===== config.mk =====
export PLATFORM = sky130hd
export DESIGN_NAME = timed_periodic_send_scheduler
export DESIGN_NICKNAME = d
export VERILOG_FILES = /design/src/tpss_pkg.sv /design/src/tpss_cell.sv /design/src/timed_periodic_send_scheduler.sv
export SDC_FILE = /design/constraint.sdc
export NUM_CORES = 1
export LEC_CHECK = 0
export ABC_AREA = 1
export ABC_CLOCK_PERIOD_IN_PS = 27000
export BUFFER_PORTS_ARGS = -buffer_cell sky130_fd_sc_hd__clkbuf_2
export CAP_MARGIN = 0
export CORE_MARGIN = 2
export CORE_UTILIZATION = 35
export CTS_CLUSTER_DIAMETER = 200
export DETAILED_ROUTE_END_ITERATION = 12
export SYNTH_ARGS = -nofsm -noshare
export SYNTH_HDL_FRONTEND = slang
export SYNTH_HIERARCHICAL = 1
export SYNTH_SLANG_ARGS = --single-unit

===== constraint.sdc =====
create_clock -name clk -period 27 [get_ports clk]
set_input_delay 1.35 -clock clk [delete_from_list [all_inputs] [get_ports clk]]
set_output_delay 1.35 -clock clk [all_outputs]
set_load 0.03 [all_outputs]

===== src/tpss_pkg.sv =====
`timescale 1ns / 1ps
`default_nettype none

package tpss_pkg;

	localparam int SLOT_COUNT = 16;
	localparam int MAX_OUT    = 16;
	localparam int STEP_W     = (SLOT_COUNT > 1) ? $clog2(SLOT_COUNT) : 1;
	localparam int CNT_W      = $clog2(MAX_OUT + 1);

	localparam logic [15:0] MAX_LEN_RST = 16'd65507;

	typedef enum logic [1:0] {
		REQ_TICK     = 2'd0,
		REQ_NOW      = 2'd1,
		REQ_DELAY    = 2'd2,
		REQ_PERIODIC = 2'd3
	} req_type_t;

	typedef enum logic [2:0] {
		STAT_OK           = 3'd0,
		STAT_BAD_INTERVAL = 3'd1,
		STAT_NULL_BUF     = 3'd2,
		STAT_TOO_LONG     = 3'd3,
		STAT_FULL         = 3'd4
	} status_t;

	typedef enum logic {
		KIND_STATUS = 1'b0,
		KIND_SEND   = 1'b1
	} kind_t;

	typedef enum logic [2:0] {
		S_IDLE,
		S_TICK,
		S_INSERT,
		S_TICK_END,
		S_INSERT_END
	} state_t;

	typedef struct packed {
		logic [7:0]  countdown;
		logic [7:0]  period;
		logic [31:0] addr;
		logic [15:0] port;
		logic [15:0] handle;
		logic [15:0] len;
	} slot_data_t;

	typedef struct packed {
		logic       busy;
		slot_data_t data;
	} slot_t;

endpackage

`default_nettype wire


===== src/tpss_cell.sv =====
`timescale 1ns / 1ps
`default_nettype none

module tpss_cell (
	input  wire logic           clk,
	input  wire logic           arst_n,
	input  wire logic           shift_en,
	input  wire tpss_pkg::slot_t nxt,
	output tpss_pkg::slot_t     cur
);
	import tpss_pkg::*;

	logic       busy_q;
	slot_data_t data_q;

	always_ff @(posedge clk or negedge arst_n) begin
		if (!arst_n) begin
			busy_q <= 1'b0;
		end else if (shift_en) begin
			busy_q <= nxt.busy;
		end
	end

	always_ff @(posedge clk) begin
		if (shift_en) begin
			data_q <= nxt.data;
		end
	end

	assign cur.busy = busy_q;
	assign cur.data = data_q;

endmodule

`default_nettype wire


===== src/timed_periodic_send_scheduler.sv =====
`timescale 1ns / 1ps
`default_nettype none

// send now and requests rejected at accept: result registered, valid in the cycle after the transaction
// tick and scheduled insert: the slot ring rotates once through all SLOT_COUNT cells, then an
// end state; a tick holds the ring while a send order waits on a stalled output
// ticks and inserts: no new request is taken until the ring pass and end state are done
// reset: all slots free, max_len_q back to 65507, output empty

module timed_periodic_send_scheduler (
	input  wire logic        clk,
	input  wire logic        arst_n,
	// configuration
	input  wire logic        cfg_wr_en,
	input  wire logic [15:0] cfg_wr_data,
	// request channel
	input  wire logic        in_valid,
	output logic             in_stall,
	input  wire logic [1:0]  req_type,
	input  wire logic [31:0] dest_addr,
	input  wire logic [15:0] dest_udp_port,
	input  wire logic [15:0] buffer_handle,
	input  wire logic        buffer_present,
	input  wire logic [15:0] payload_len,
	input  wire logic [7:0]  interval_ticks,
	// result channel
	output logic             out_valid,
	input  wire logic        out_stall,
	output logic             result_kind,
	output logic [2:0]       status_code,
	output logic [31:0]      out_addr,
	output logic [15:0]      out_port,
	output logic [15:0]      out_handle,
	output logic [15:0]      out_len,
	output logic             last_result
);
	import tpss_pkg::*;

	// configuration register
	logic [15:0] max_len_q;

	always_ff @(posedge clk or negedge arst_n) begin
		if (!arst_n) begin
			max_len_q <= MAX_LEN_RST;
		end else if (cfg_wr_en) begin
			max_len_q <= cfg_wr_data;
		end
	end

	// control state
	state_t            state_q, state_nxt;
	logic [STEP_W-1:0] step_q;
	logic [CNT_W-1:0]  emit_cnt_q;
	logic              pend_valid_q;
	slot_data_t        pend_q;
	logic              placed_q;
	slot_data_t        new_q;

	// output register
	logic              out_valid_q;
	logic              out_kind_q;
	logic [2:0]        out_status_q;
	logic [31:0]       out_addr_q;
	logic [15:0]       out_port_q;
	logic [15:0]       out_handle_q;
	logic [15:0]       out_len_q;
	logic              out_last_q;

	// slot ring: cell 0 is the head, the processed head re-enters at the tail
	slot_t cell_cur [SLOT_COUNT];
	slot_t cell_nxt [SLOT_COUNT];
	slot_t head;
	slot_t head_nxt;
	logic  shift_en;

	genvar g;
	generate
		for (g = 0; g < SLOT_COUNT; g++) begin : g_ring
			if (g == SLOT_COUNT - 1) begin : g_tail
				assign cell_nxt[g] = head_nxt;
			end else begin : g_link
				assign cell_nxt[g] = cell_cur[g+1];
			end
			tpss_cell u_cell (
				.clk      (clk),
				.arst_n   (arst_n),
				.shift_en (shift_en),
				.nxt      (cell_nxt[g]),
				.cur      (cell_cur[g])
			);
		end
	endgenerate

	assign head = cell_cur[0];

	// handshake helpers
	logic out_free;
	logic in_accept;
	logic last_step;

	assign out_free  = !out_valid_q || !out_stall;
	assign in_accept = in_valid && !in_stall;
	assign last_step = (step_q == STEP_W'(SLOT_COUNT - 1));

	// request checks at accept time
	req_type_t req;
	logic      len_ok;
	logic      imm_result;
	logic      go_insert;
	kind_t     imm_kind;
	status_t   imm_status;

	assign req    = req_type_t'(req_type);
	assign len_ok = (payload_len <= max_len_q);

	always_comb begin
		imm_result = 1'b1;
		go_insert  = 1'b0;
		imm_kind   = KIND_STATUS;
		imm_status = STAT_OK;
		case (req)
			REQ_TICK: begin
				imm_result = 1'b0;
			end
			REQ_NOW: begin
				if (!buffer_present) begin
					imm_status = STAT_NULL_BUF;
				end else if (!len_ok) begin
					imm_status = STAT_TOO_LONG;
				end else begin
					imm_kind = KIND_SEND;
				end
			end
			REQ_DELAY, REQ_PERIODIC: begin
				if (interval_ticks == 8'd0) begin
					imm_status = STAT_BAD_INTERVAL;
				end else if (!buffer_present) begin
					imm_status = STAT_NULL_BUF;
				end else if (!len_ok) begin
					imm_status = STAT_TOO_LONG;
				end else begin
					imm_result = 1'b0;
					go_insert  = 1'b1;
				end
			end
			default: begin
				imm_result = 1'b0;
			end
		endcase
	end

	// head slot processing
	logic due;
	logic cnt_full;
	logic emit;
	logic scan_hold;

	assign due       = head.busy && (head.data.countdown <= 8'd1);
	assign cnt_full  = (emit_cnt_q >= CNT_W'(MAX_OUT));
	assign emit      = (state_q == S_TICK) && due && !cnt_full
		&& (head.data.len <= max_len_q);
	// a second order cannot advance while the first waits on a stalled output
	assign scan_hold = emit && pend_valid_q && !out_free;

	always_comb begin
		head_nxt = head;
		case (state_q)
			S_TICK: begin
				if (head.busy && !due) begin
					head_nxt.data.countdown = head.data.countdown - 8'd1;
				end else if (due && cnt_full) begin
					// out of result space, send on the next tick
					head_nxt.data.countdown = 8'd0;
				end else if (due) begin
					if (head.data.period != 8'd0) begin
						head_nxt.data.countdown = head.data.period;
					end else begin
						head_nxt.busy = 1'b0;
					end
				end
			end
			S_INSERT: begin
				if (!head.busy && !placed_q) begin
					head_nxt.busy = 1'b1;
					head_nxt.data = new_q;
				end
			end
			default: begin
				head_nxt = head;
			end
		endcase
	end

	// next state
	always_comb begin
		state_nxt = state_q;
		case (state_q)
			S_IDLE: begin
				if (in_accept) begin
					if (req == REQ_TICK) begin
						state_nxt = S_TICK;
					end else if (go_insert) begin
						state_nxt = S_INSERT;
					end
				end
			end
			S_TICK: begin
				if (!scan_hold && last_step) begin
					state_nxt = S_TICK_END;
				end
			end
			S_INSERT: begin
				if (last_step) begin
					state_nxt = S_INSERT_END;
				end
			end
			S_TICK_END: begin
				if (!pend_valid_q || out_free) begin
					state_nxt = S_IDLE;
				end
			end
			S_INSERT_END: begin
				if (out_free) begin
					state_nxt = S_IDLE;
				end
			end
			default: begin
				state_nxt = S_IDLE;
			end
		endcase
	end

	// state outputs
	logic       out_load;
	kind_t      o_kind;
	status_t    o_status;
	slot_data_t o_data;
	logic       o_last;

	always_comb begin
		in_stall = 1'b1;
		shift_en = 1'b0;
		out_load = 1'b0;
		o_kind   = KIND_STATUS;
		o_status = STAT_OK;
		o_data   = '0;
		o_last   = 1'b1;
		case (state_q)
			S_IDLE: begin
				in_stall = !out_free;
				if (in_accept && imm_result) begin
					out_load = 1'b1;
					o_kind   = imm_kind;
					o_status = imm_status;
					if (imm_kind == KIND_SEND) begin
						o_data.addr   = dest_addr;
						o_data.port   = dest_udp_port;
						o_data.handle = buffer_handle;
						o_data.len    = payload_len;
					end
				end
			end
			S_TICK: begin
				shift_en = !scan_hold;
				// a newer order proves the held one is not the last
				if (emit && pend_valid_q && !scan_hold) begin
					out_load = 1'b1;
					o_kind   = KIND_SEND;
					o_data   = pend_q;
					o_last   = 1'b0;
				end
			end
			S_INSERT: begin
				shift_en = 1'b1;
			end
			S_TICK_END: begin
				if (pend_valid_q && out_free) begin
					out_load = 1'b1;
					o_kind   = KIND_SEND;
					o_data   = pend_q;
				end
			end
			S_INSERT_END: begin
				if (out_free) begin
					out_load = 1'b1;
					o_status = placed_q ? STAT_OK : STAT_FULL;
				end
			end
			default: begin
				in_stall = 1'b1;
			end
		endcase
	end

	// control registers
	always_ff @(posedge clk or negedge arst_n) begin
		if (!arst_n) begin
			state_q      <= S_IDLE;
			step_q       <= '0;
			emit_cnt_q   <= '0;
			pend_valid_q <= 1'b0;
			placed_q     <= 1'b0;
			out_valid_q  <= 1'b0;
		end else begin
			state_q <= state_nxt;
			if (in_accept) begin
				step_q       <= '0;
				emit_cnt_q   <= '0;
				pend_valid_q <= 1'b0;
				placed_q     <= 1'b0;
			end else begin
				if (shift_en) begin
					step_q <= step_q + 1'b1;
				end
				if (shift_en && emit) begin
					pend_valid_q <= 1'b1;
					emit_cnt_q   <= emit_cnt_q + 1'b1;
				end else if (state_q == S_TICK_END && out_load) begin
					pend_valid_q <= 1'b0;
				end
				if (state_q == S_INSERT && !head.busy) begin
					placed_q <= 1'b1;
				end
			end
			if (out_load) begin
				out_valid_q <= 1'b1;
			end else if (!out_stall) begin
				out_valid_q <= 1'b0;
			end
		end
	end

	// payload registers
	always_ff @(posedge clk) begin
		if (in_accept) begin
			new_q.countdown <= interval_ticks;
			new_q.period    <= (req == REQ_PERIODIC) ? interval_ticks : 8'd0;
			new_q.addr      <= dest_addr;
			new_q.port      <= dest_udp_port;
			new_q.handle    <= buffer_handle;
			new_q.len       <= payload_len;
		end
		if (shift_en && emit) begin
			pend_q <= head.data;
		end
		if (out_load) begin
			out_kind_q   <= o_kind;
			out_status_q <= o_status;
			out_addr_q   <= o_data.addr;
			out_port_q   <= o_data.port;
			out_handle_q <= o_data.handle;
			out_len_q    <= o_data.len;
			out_last_q   <= o_last;
		end
	end

	assign out_valid   = out_valid_q;
	assign result_kind = out_kind_q;
	assign status_code = out_status_q;
	assign out_addr    = out_addr_q;
	assign out_port    = out_port_q;
	assign out_handle  = out_handle_q;
	assign out_len     = out_len_q;
	assign last_result = out_last_q;

endmodule

`default_nettype wire


==> results by group, run 1 <==
Flow run
  – Max Cap Violations: 0

Clocking
  – Sink Count: 1844
  – Clk Tree Root Cell: clkbuf_16
  – Inserted Clock Buffers: 180
  – Clock Latency Late Sink: 0.81 ns
  – Clock Path Buffers: 3
  – Clock slew at reported path FFs: 0.06 ns
  – Htree depth: 4
  – CTS tree: built
  – Number of hold buffers added after CTS: 0
  – Post-CTS setup buffer count: 0
  – Post-CTS sizing: 0

Routing
  – DR vias/cell: 4.42
  – DR DRC count: 0
  – Routed WL per cell: 17.8 µm
  – Routed wire length: 100000 µm
  – DRT antenna net count: 0
  – Vias: 24816
  – Starting DRT DRC Count: 2385
  – Detailed Routing Iterations Pass 1: 5

Floorplan
  – Initial Util: 35.1%
  – Core Rows: 152
  – Core area: 171000 µm²
  – Die Width: 419 µm
  – I/O pins: 199
  – Die ar.: 175000 µm²
  – Die Y: 419 µm

Setup path
  – R2R setup slack: 20.46 ns
  – Worst path max stage delay: 0.88 ns
  – Critical Path End: g_ring[1].u_cell/cur[24]$_DFFE_PP_
  – Slowest cell on crit path: buf_4
  – CP Launch Type: register
  – Crit path buffers/inverters: 6
  – Worst R2R Path Depth: 14
  – WP depth: 14
  – Largest delay share family, worst path: buffers and inverters
  – Critical path endpoint category: register
  – Worst r2r dst: g_ring[1].u_cell/cur[24]$_DFFE_PP_
  – Crit path DAT: 6.93 ns
  – Critical setup path kind: reg2reg
  – Critical Path Start: max_len_q[15]$_DFFE_PN1P_
  – Critical path, cell by cell: inv_1, ha_1, nand4_1, nor2_1, nand2_1, nand2_1, nand2_1, nand3_1, nand2_2, inv_8, buf_4, buf_4, buf_4, buf_12
  – CP max FO: 196
  – R2R Path Start: max_len_q[15]$_DFFE_PN1P_
  – Crit path required time: 27.39 ns

GRT
  – Global-route wire length before repair: 150000 µm
  – Vias in the first global route: 24375
  – Pin count of the biggest net entering global routing: 197
  – GRT Util Overall: 11.3%
  – Initial antenna violation count: 15
  – GRT overflow: 0

STA
  – Final Hold Viols: 0
  – Setup TNS: 0 ns
  – Final period util: 24.2%
  – Achievable Freq: 153 MHz
  – Clk_skew: 0.0354 ns
  – Slew at the pin closest to its max-slew limit: 1.14 ns
  – Fin crit period: 6.54 ns
  – Max-Slew Margin vs Limit: 23.9%
  – # setup viols final: 0
  – Max Slew Vio Count: 0
  – RSZ-0062 raised after global routing: false

Final layout
  – Layout cell share with drive strength beyond 1: 17.2%
  – Area delta synth->final: 16.1%
  – Commonest non-fill, non-tap cells in the layout: edfxtp_1 (1797), nand2_1 (552), clkbuf_2 (198)
  – Leading cell type in the layout, fill and taps excluded: edfxtp_1
  – Nets@finish: 3369
  – Non-Filler Instances: 5612

Pwr
  – Peak supply drop: 0.0828 mV
  – PwrDens: 131 nW/µm²
  – Leak: 0.0239 µW

Min path
  – Min-delay worst type: reg2reg
  – Hold_sp: g_ring[6].u_cell/cur[84]$_DFFE_PP_

Synth
  – Synthesized Nets: 3027
  – Register area share after synthesis: 91.7%
  – Synth Warn #: 6
  – Mapped cell area: 60100 µm²
  – Flops & latches, synth: 1844
  – Synth unique cells: 41
  – Post-Syn Area per Cell: 20.9 µm²
  – Cell count after synthesis: 2878

Status
  – Status: complete, no violations

Placed design
  – I/O Buffers: 198
  – DP Cell Count: 5271
  – Final RePlAce weighted congestion: 0.810
  – DP Wirelength: 57200 µm
[area by class of cell]
type	instances	area [µm²]
inverters	97	375
repair buffers	226	1210
diodes	6	15.0
well taps	2233	2790
clock inverters	108	1230
multi-input cells	871	4280
flip-flops and latches	1844	55200
fillers	14980	101000
clock buffers	227	4760
[worst min-delay path by stage]
stage | cells past startpoint | to
2_1_floorplan | 0 | g_ring[0].u_cell/cur[0]$_DFFE_PP_
3_3_place_gp | 0 | g_ring[9].u_cell/cur[69]$_DFFE_PP_
3_5_place_dp | 0 | g_ring[0].u_cell/cur[20]$_DFFE_PP_
4_1_cts | 0 | g_ring[5].u_cell/cur[84]$_DFFE_PP_
5_1_grt | 0 | g_ring[5].u_cell/cur[84]$_DFFE_PP_
6_report | 0 | g_ring[5].u_cell/cur[84]$_DFFE_PP_
[routing by layer]
metal / vias to the layer above / share of wire [%] / GRT usage, % / wire length (µm)
li1: 11486 / - / - / -
met1: 12621 / 45 / 15.5 / 45000
met2: 477 / 47 / 17.4 / 47100
met3: 226 / 4.1 / 2.58 / 4130
met4: 6 / 3.8 / 4.94 / 3760
met5: - / 0.041 / 0 / 41
[through the flow]
stage               util [%]  hold WS, ns  total power [µW]  setup slack, ns  area, µm²
floorplan                  -        0.400              7090             6.06      60100
global placement        37.3        0.401              6640            20.43      63800
detailed placement      37.3        0.405              6700            20.22      63800
CTS                     40.8        0.399              9260            20.36      69800
global route            40.8        0.401              9580            19.81      69800
finish                  40.8        0.394              9120            20.46      69800
[cells in the mapped netlist]
library cell  count  area, µm²
dfrtp_1          34        851
a21o_1            2       15.0
o21a_1            1       7.51
a22oi_1           3       22.5
edfxtp_1       1797      54000
ha_1             37        463
clkbuf_1         14       52.6
inv_2            10       37.5
buf_2            22        110
nand4_1          11       68.8
o21ai_2          50        438
buf_4            25        188
nor3_2            4       40.0
xor2_1            4       35.0
o211ai_1          2       15.0
or2_2             2       12.5
o31ai_1           2       15.0
a21oi_2           1       8.76
a31o_2            1       8.76
nor3_4            1       16.3
a32oi_1           1       8.76
inv_1            86        323
nand2_4           2       22.5
o21ai_0          42        210
and2_1            1       6.26
clkinv_1          1       3.75
mux2_2            1       11.3
xnor2_1           1       8.76
o21ai_1          32        160
nor2_2            3       18.8
dfstp_2          13        342
nand2_1         552       2070
nor2_1           38        143
nand2_2           4       25.0
nand3_1          39        195
nor3_1            5       25.0
o22ai_1           2       12.5
nand4_2           1       12.5
o221ai_1          4       35.0
clkbuf_4          5       37.5
a21oi_1          22        110
[state kept, by name (all words and copies together) (netlist names), 4 cells and up]
| name | count |
|---|---|
| g_ring.u_cell/cur | 1536 |
| new_q | 96 |
| pend_q | 80 |
| out_addr | 32 |
| g_ring.u_cell/busy_q | 16 |
| max_len_q | 16 |
| out_handle | 16 |
| out_len | 16 |
| out_port | 16 |
| emit_cnt_q | 5 |
| step_q | 4 |
[cell families after synthesis]
kind of cell | synth area share, %
flops | 91.7
simple gates | 4.42
compound gates | 1.77
buf+inv | 1.25
fa+ha+maj | 0.770
xor+xnor | 0.0728
mux | 0.0187
[power breakdown]
part | leakage (µW) | switching (µW) | internal [µW]
sequential | 0.0177 | 403 | 5210
clock | 0.00289 | 1060 | 1430
combinational | 0.00334 | 876 | 142
total | 0.0239 | 2340 | 6780
[worst reg2reg max path, stage by stage, from the launching register on]
cell	delay (ns)
dfstp_2	0.51
inv_1	0.06
ha_1	0.32
nand4_1	0.16
nor2_1	0.34
nand2_1	0.10
nand2_1	0.07
nand2_1	0.12
nand3_1	0.16
nand2_2	0.16
inv_8	0.70
buf_4	0.68
buf_4	0.87
buf_4	0.92
buf_12	0.74
Power figures use the tool's default switching activity.
==> inputs of run 2 (changes only) <==
ABC_CLOCK_PERIOD_IN_PS = 6380   (was 27000)
clock period = 6.38 ns   (was 27 ns; I/O delays follow)
==> run 2 against run 1 <==
  * Flip-flop and latch count unchanged
  * Routed wire length is 1.4% higher
  * Die area unchanged
  * Sequential share of layout area fell by 1.3 points
  * Global-route usage is 0.14 points higher
  * Design area rose by 1.6%
  * Critical endpoint is now g_ring[3].u_cell/cur[52]$_DFFE_PP_
  * Largest cell class unchanged
  * Critical path type unchanged
  * Utilization increased by 0.66 points
==> results by group, run 2 (same netlist as run 1, synthesis figures left out) <==
Routing
  – Starting DRT DRC Count: 2447
  – Vias: 25180
  – Detailed Routing Iterations Pass 1: 6
  – DR vias/cell: 4.41
  – DR DRC count: 0
  – Routed WL per cell: 17.7 µm
  – DRT antenna net count: 0
  – Routed wire length: 101000 µm

GRT
  – Met3 usage: 2.57%
  – Vias in the first global route: 24723
  – Global-route wire length before repair: 151000 µm
  – Grt met2 use: 17.6%
  – Initial antenna violation count: 15
  – Met1 usage: 15.7%
  – GRT overflow: 0
  – Pin count of the biggest net entering global routing: 211
  – GRT Util Overall: 11.5%
  – GRT Max-Usage Layer: met2

STA
  – Clk_skew: 0.0821 ns
  – Max-Slew Margin vs Limit: 18.6%
  – Slew at the pin closest to its max-slew limit: 1.22 ns
  – Setup TNS: 0 ns
  – Max Slew Vio Count: 0
  – # setup viols final: 0
  – Fin crit period: 4.39 ns
  – Achievable Freq: 228 MHz
  – Final Hold Viols: 0
  – Final period util: 68.8%
  – RSZ-0062 raised after global routing: false

Setup path
  – CP max FO: 210
  – CP Launch Type: register
  – Worst R2R Path Depth: 12
  – Critical setup path kind: reg2reg
  – Crit path DAT: 4.83 ns
  – Critical path endpoint category: register
  – Crit path required time: 6.82 ns

Pwr
  – Internal power: 28700 µW
  – Switch share: 25.8%
  – Clk network pwr share: 27.3%
  – Leak: 0.0244 µW
  – Peak supply drop: 0.478 mV
  – Sequential Power Share: 61.4%
  – Combinational power share: 11.4%
  – Final Power: 38700 µW
  – PwrDens: 546 nW/µm²
  – P_sw: 9980 µW

Placed design
  – Final RePlAce weighted congestion: 0.826
  – DP Cell Count: 5269
  – I/O Buffers: 198
  – DP Wirelength: 57900 µm

Clocking
  – Clock Latency Late Sink: 0.84 ns
  – CTS tree: built
  – Clk Tree Root Cell: clkbuf_16
  – Clock slew at reported path FFs: 0.06 ns
  – Htree depth: 4
  – Inserted Clock Buffers: 180
  – Post-CTS setup buffer count: 0
  – Sink Count: 1844
  – Clock Path Buffers: 3

Min path
  – Hold Crit Depth: 3
  – Min-delay worst type: in2reg

Final layout
  – Commonest non-fill, non-tap cells in the layout: edfxtp_1 (1797), nand2_1 (552), clkbuf_2 (198)
  – Max reg flops: 1536
  – Area delta synth->final: 17.9%
  – Nets@finish: 3475
  – Leading cell type in the layout, fill and taps excluded: edfxtp_1
  – Layout cell share with drive strength beyond 1: 16.3%
  – Non-Filler Instances: 5715

Floorplan
  – Die ar.: 175000 µm²
  – Core area: 171000 µm²
  – Die Y: 419 µm
  – Initial Util: 35.1%
  – Core Rows: 152
  – I/O pins: 199
  – Die Width: 419 µm

Status
  – Status: complete, no violations

Flow run
  – Max Cap Violations: 0
[run 2: cell types whose count changed in the layout (fill, tap and decap cells not counted), sizes merged]
| cell | previous run | this run |
|---|---|---|
| dlygate4sd3 | 0 | 108 |
| clkbuf | 425 | 429 |
| clkinv | 80 | 77 |
| buf | 28 | 26 |
| clkinvlp | 7 | 5 |
| diode | 6 | 5 |
| inv | 101 | 100 |
[run 2: power groups by stage]
| stage | registers, µW | logic (µW) | clock network (µW) |
|---|---|---|---|
| after floorplan | 23900 | 2760 | 0 |
| after global placement | 23800 | 4330 | 0 |
| after detailed placement | 24000 | 4440 | 0 |
| after CTS | 23900 | 4500 | 10900 |
| after global routing | 24400 | 4920 | 11300 |
| final | 23800 | 4390 | 10600 |
[run 2: worst paths after layout]
kind / from / slack [ns] / endpoint
max: max_len_q[15]$_DFFE_PN1P_ / 1.99 / g_ring[3].u_cell/cur[52]$_DFFE_PP_
min: out_stall / 0.13 / out_valid$_DFFE_PN0P_
max reg2reg: max_len_q[15]$_DFFE_PN1P_ / 1.99 / g_ring[3].u_cell/cur[52]$_DFFE_PP_
min reg2reg: g_ring[14].u_cell/cur[10]$_DFFE_PP_ / 0.36 / g_ring[13].u_cell/cur[10]$_DFFE_PP_
max in group asynchronous: arst_n / 5.64 / out_valid$_DFFE_PN0P_
min in group asynchronous: arst_n / 0.20 / max_len_q[4]$_DFFE_PN0P_
[run 2: what timing repair did]
action / CTS / global route
gates resized for setup: 0 / 0
hold buffers: 108 / 0
endpoints found under the hold margin: 226 / 0
[run 2: per-stage QoR]
| stage | area [µm²] | util (%) | hold WS (ns) | setup WS, ns |
|---|---|---|---|---|
| finish | 70900 | 41.4 | 0.134 | 1.99 |
| global route | 70900 | 41.4 | 0.116 | 1.68 |
| CTS | 70900 | 41.4 | 0.0844 | 2.00 |
| detailed placement | 63900 | 37.3 | 0.405 | 1.90 |
| global placement | 63900 | 37.3 | 0.400 | 2.01 |
| floorplan | 60200 | - | 0.0234 | 0.205 |
[run 2: metal layers]
metal,vias to the layer above,share of wire [%]
met3,248,4.3
met1,12749,45
met2,486,47
met4,12,3.7
met5,-,0.070
li1,11685,-
[run 2: layout make-up]
type	count	area (µm²)
well taps	2233	2790
repair buffers	332	2320
clock inverters	102	1240
fillers	14820	100000
diodes	5	12.5
flip-flops and latches	1844	55200
inverters	97	394
multi-input cells	871	4280
clock buffers	231	4760
[run 2: critical path, stage by stage, from the launching register on]
cell       delay [ns]
dfstp_2          0.51
inv_1            0.06
ha_1             0.33
nand4_1          0.16
nor2_1           0.25
nand2_1          0.09
nand2_1          0.06
nand2_1          0.12
nand3_1          0.14
nand2_2          0.20
clkinv_16        0.43
buf_4            0.65
buf_12           0.65
==> inputs of run 3 (changes only) <==
ABC_AREA = 0   (was 1)
ABC_CLOCK_PERIOD_IN_PS = 4100   (was 6380)
clock period = 4.1 ns   (was 6.38 ns; I/O delays follow)
==> run 3 against run 2 <==
  * Clock power up 54%
  * Critical path depth down 3
  * Die area down 0.47%
  * Highest routed layer is now met4
  * Non-clock buffer count up 19
  * Register-to-register slack worse by 1.5 ns
==> results by group, run 3 <==
STA
  – Max Slew Vio Count: 0
  – Fin crit period: 3.63 ns
  – Final Hold Viols: 0
  – Max-Slew Margin vs Limit: 39.4%
  – # setup viols final: 0
  – Hold slack final: 0.120 ns
  – Slew at the pin closest to its max-slew limit: 0.909 ns
  – Achievable Freq: 275 MHz
  – RSZ-0062 raised after global routing: false
  – Setup TNS: 0 ns
  – Final period util: 88.6%
  – Clk_skew: 0.0471 ns

Routing
  – DRT antenna net count: 0
  – Detailed Routing Iterations Pass 1: 5
  – DR vias/cell: 4.51
  – Starting DRT DRC Count: 2238
  – Routed wire length: 102000 µm
  – Vias: 24633
  – Routed WL per cell: 18.6 µm
  – DR DRC count: 0

Synth
  – Flops & latches, synth: 1844
  – Post-Syn Area per Cell: 22.9 µm²
  – Dominant synthesized flop cell: edfxtp_1
  – Leading area contributor after synthesis: edfxtp_1
  – Most instantiated library cell after synthesis: edfxtp_1
  – Mapped cell area: 59900 µm²
  – Yosys top cell area share: 90.1%
  – Synth async-reset ratio: 2.55%
  – Synth top area cells: edfxtp_1 (90%), nand2_1 (1.9%), dfrtp_1 (1.4%)
  – EDFF count, synth: 1797
  – Synth unique cells: 67
  – Register area share after synthesis: 92.1%
  – Cell count after synthesis: 2615
  – Top post-synthesis cells by count: edfxtp_1 (1797), nand2_1 (310), a22o_1 (80)
  – Synthesized Nets: 2764
  – Synth Warn #: 6

Clocking
  – Clock Path Buffers: 3
  – Htree depth: 4
  – Clk Tree Root Cell: clkbuf_16
  – Sink Count: 1844
  – Post-CTS setup buffer count: 0
  – CTS tree: built
  – Inserted Clock Buffers: 180
  – Clock slew at reported path FFs: 0.06 ns
  – Clock Latency Late Sink: 0.81 ns

Final layout
  – Fillers: 14609
  – Layout cell share with drive strength beyond 1: 17.4%
  – Finished Core Util: 41.7%
  – Commonest non-fill, non-tap cells in the layout: edfxtp_1 (1797), nand2_1 (310), clkbuf_2 (198)
  – Area delta synth->final: 18.3%
  – Max reg flops: 1536
  – Final Cell Area: 70800 µm²
  – Leading cell type in the layout, fill and taps excluded: edfxtp_1
  – Nets@finish: 3232

Setup path
  – CP Launch Type: register
  – CP max FO: 43
  – Critical path, cell by cell: inv_1, ha_1, a21oi_1, o21ai_1, a221oi_2, a31oi_2, or4_1, nor3_2, buf_12
  – Critical setup path kind: reg2reg
  – Slowest cell on crit path: or4_1
  – Worst path max stage delay: 0.60 ns
  – Crit path DAT: 4.08 ns
  – Critical path endpoint category: register
  – Crit path required time: 4.55 ns

Pwr
  – Peak supply drop: 0.547 mV
  – PwrDens: 773 nW/µm²
  – Leak: 0.0241 µW
  – Final Power: 54800 µW

GRT
  – Vias in the first global route: 24271
  – GRT Util Overall: 11.6%
  – GRT overflow: 0
  – Initial antenna violation count: 5
  – Pin count of the biggest net entering global routing: 130
  – Global-route wire length before repair: 152000 µm

Min path
  – Min-delay worst type: in2reg

Floorplan
  – Core Rows: 151
  – Core area: 170000 µm²
  – Die Y: 418 µm
  – Die Width: 418 µm
  – I/O pins: 199
  – Die ar.: 174000 µm²
  – Initial Util: 35.3%

Status
  – Status: complete, no violations

Placed design
  – Final RePlAce weighted congestion: 0.798
  – DP Wirelength: 58300 µm
  – I/O Buffers: 198
  – Post-DP Area: 63800 µm²

Flow run
  – Max Cap Violations: 0
-- run 3: cell types whose count changed in the layout (fill, tap and decap cells not counted), moves of 7 or more --
cell	delta
a22o_1	+80
and3_1	+12
buf_12	+18
clkbuf_1	-14
clkinv_2	+11
inv_1	-62
mux2_4	+16
mux2i_1	+7
nand2_1	-242
nand3_1	-21
nor2_1	-9
o21ai_1	-31
o21ai_2	-50
-- run 3: path summary, 6_finish.rpt --
kind / from / end / slack [ns] / cells after the start
max: max_len_q[9]$_DFFE_PN1P_ / pend_q[52]$_DFFE_PP_ / 0.47 / 9
min in group asynchronous: arst_n / g_ring[6].u_cell/busy_q$_DFFE_PN0P_ / 0.13 / 3
min reg2reg: g_ring[6].u_cell/cur[23]$_DFFE_PP_ / g_ring[5].u_cell/cur[23]$_DFFE_PP_ / 0.39 / 0
max in group asynchronous: arst_n / max_len_q[2]$_DFFE_PN0P_ / 3.47 / 3
max reg2reg: max_len_q[9]$_DFFE_PN1P_ / pend_q[52]$_DFFE_PP_ / 0.47 / 9
min: cfg_wr_en / max_len_q[12]$_DFFE_PN1P_ / 0.12 / 3
-- run 3: report_power, final --
| part | internal [µW] | switching (µW) |
|---|---|---|
| combinational | 1290 | 4800 |
| sequential | 30400 | 1970 |
| clock | 9170 | 7090 |
| total | 40900 | 13900 |
-- run 3: cell type report --
class	count	area [µm²]	area share, %
clock buffers	216	4700	6.64
clock inverters	118	1190	1.69
repair buffers	351	2690	3.80
well taps	2218	2780	3.92
flip-flops and latches	1844	55200	77.9
inverters	26	100	0.141
multi-input cells	680	4180	5.90
diodes	5	12.5	0.0177
-- run 3: timing repair --
action / 4_1_cts / 5_1_grt
endpoints found under the hold margin: 249 / 0
hold buffers: 111 / 0
gates resized for setup: 0 / 0
-- run 3: kinds of logic after synthesis --
family          after synthesis  share of synthesized area (%)
compound gates              187                           2.33
fa+ha+maj                    37                          0.773
buf+inv                      91                          0.974
flops                      1844                           92.1
mux                          28                          0.612
simple gates                428                           3.17
-- run 3: worst max-delay path: cells and delay by family, from the launching register on --
| family | cells | cell delay, ns |
|---|---|---|
| AO/OA/AOI/OAI | 4 | 0.93 |
| flip-flops | 1 | 0.52 |
| buffers and inverters | 2 | 0.37 |
| AND/OR/NAND/NOR | 2 | 1.05 |
| adder cells (fa/ha/maj) | 1 | 0.32 |
-- run 3: per-layer routing --
layer	vias to the layer above	share of wire, %	track usage (%)
met3	220	4.5	2.64
met4	0	3.5	4.88
met5	-	0	0
met2	519	48	18.0
li1	11229	-	-
met1	12665	44	15.8
-- run 3: stage by stage --
stage	std cells	worst slack, ns
detailed placement	5008	0.528
global route	5454	0.321
floorplan	2615	-22.06
CTS	5453	0.500
global placement	5008	0.586
finish	5458	0.468
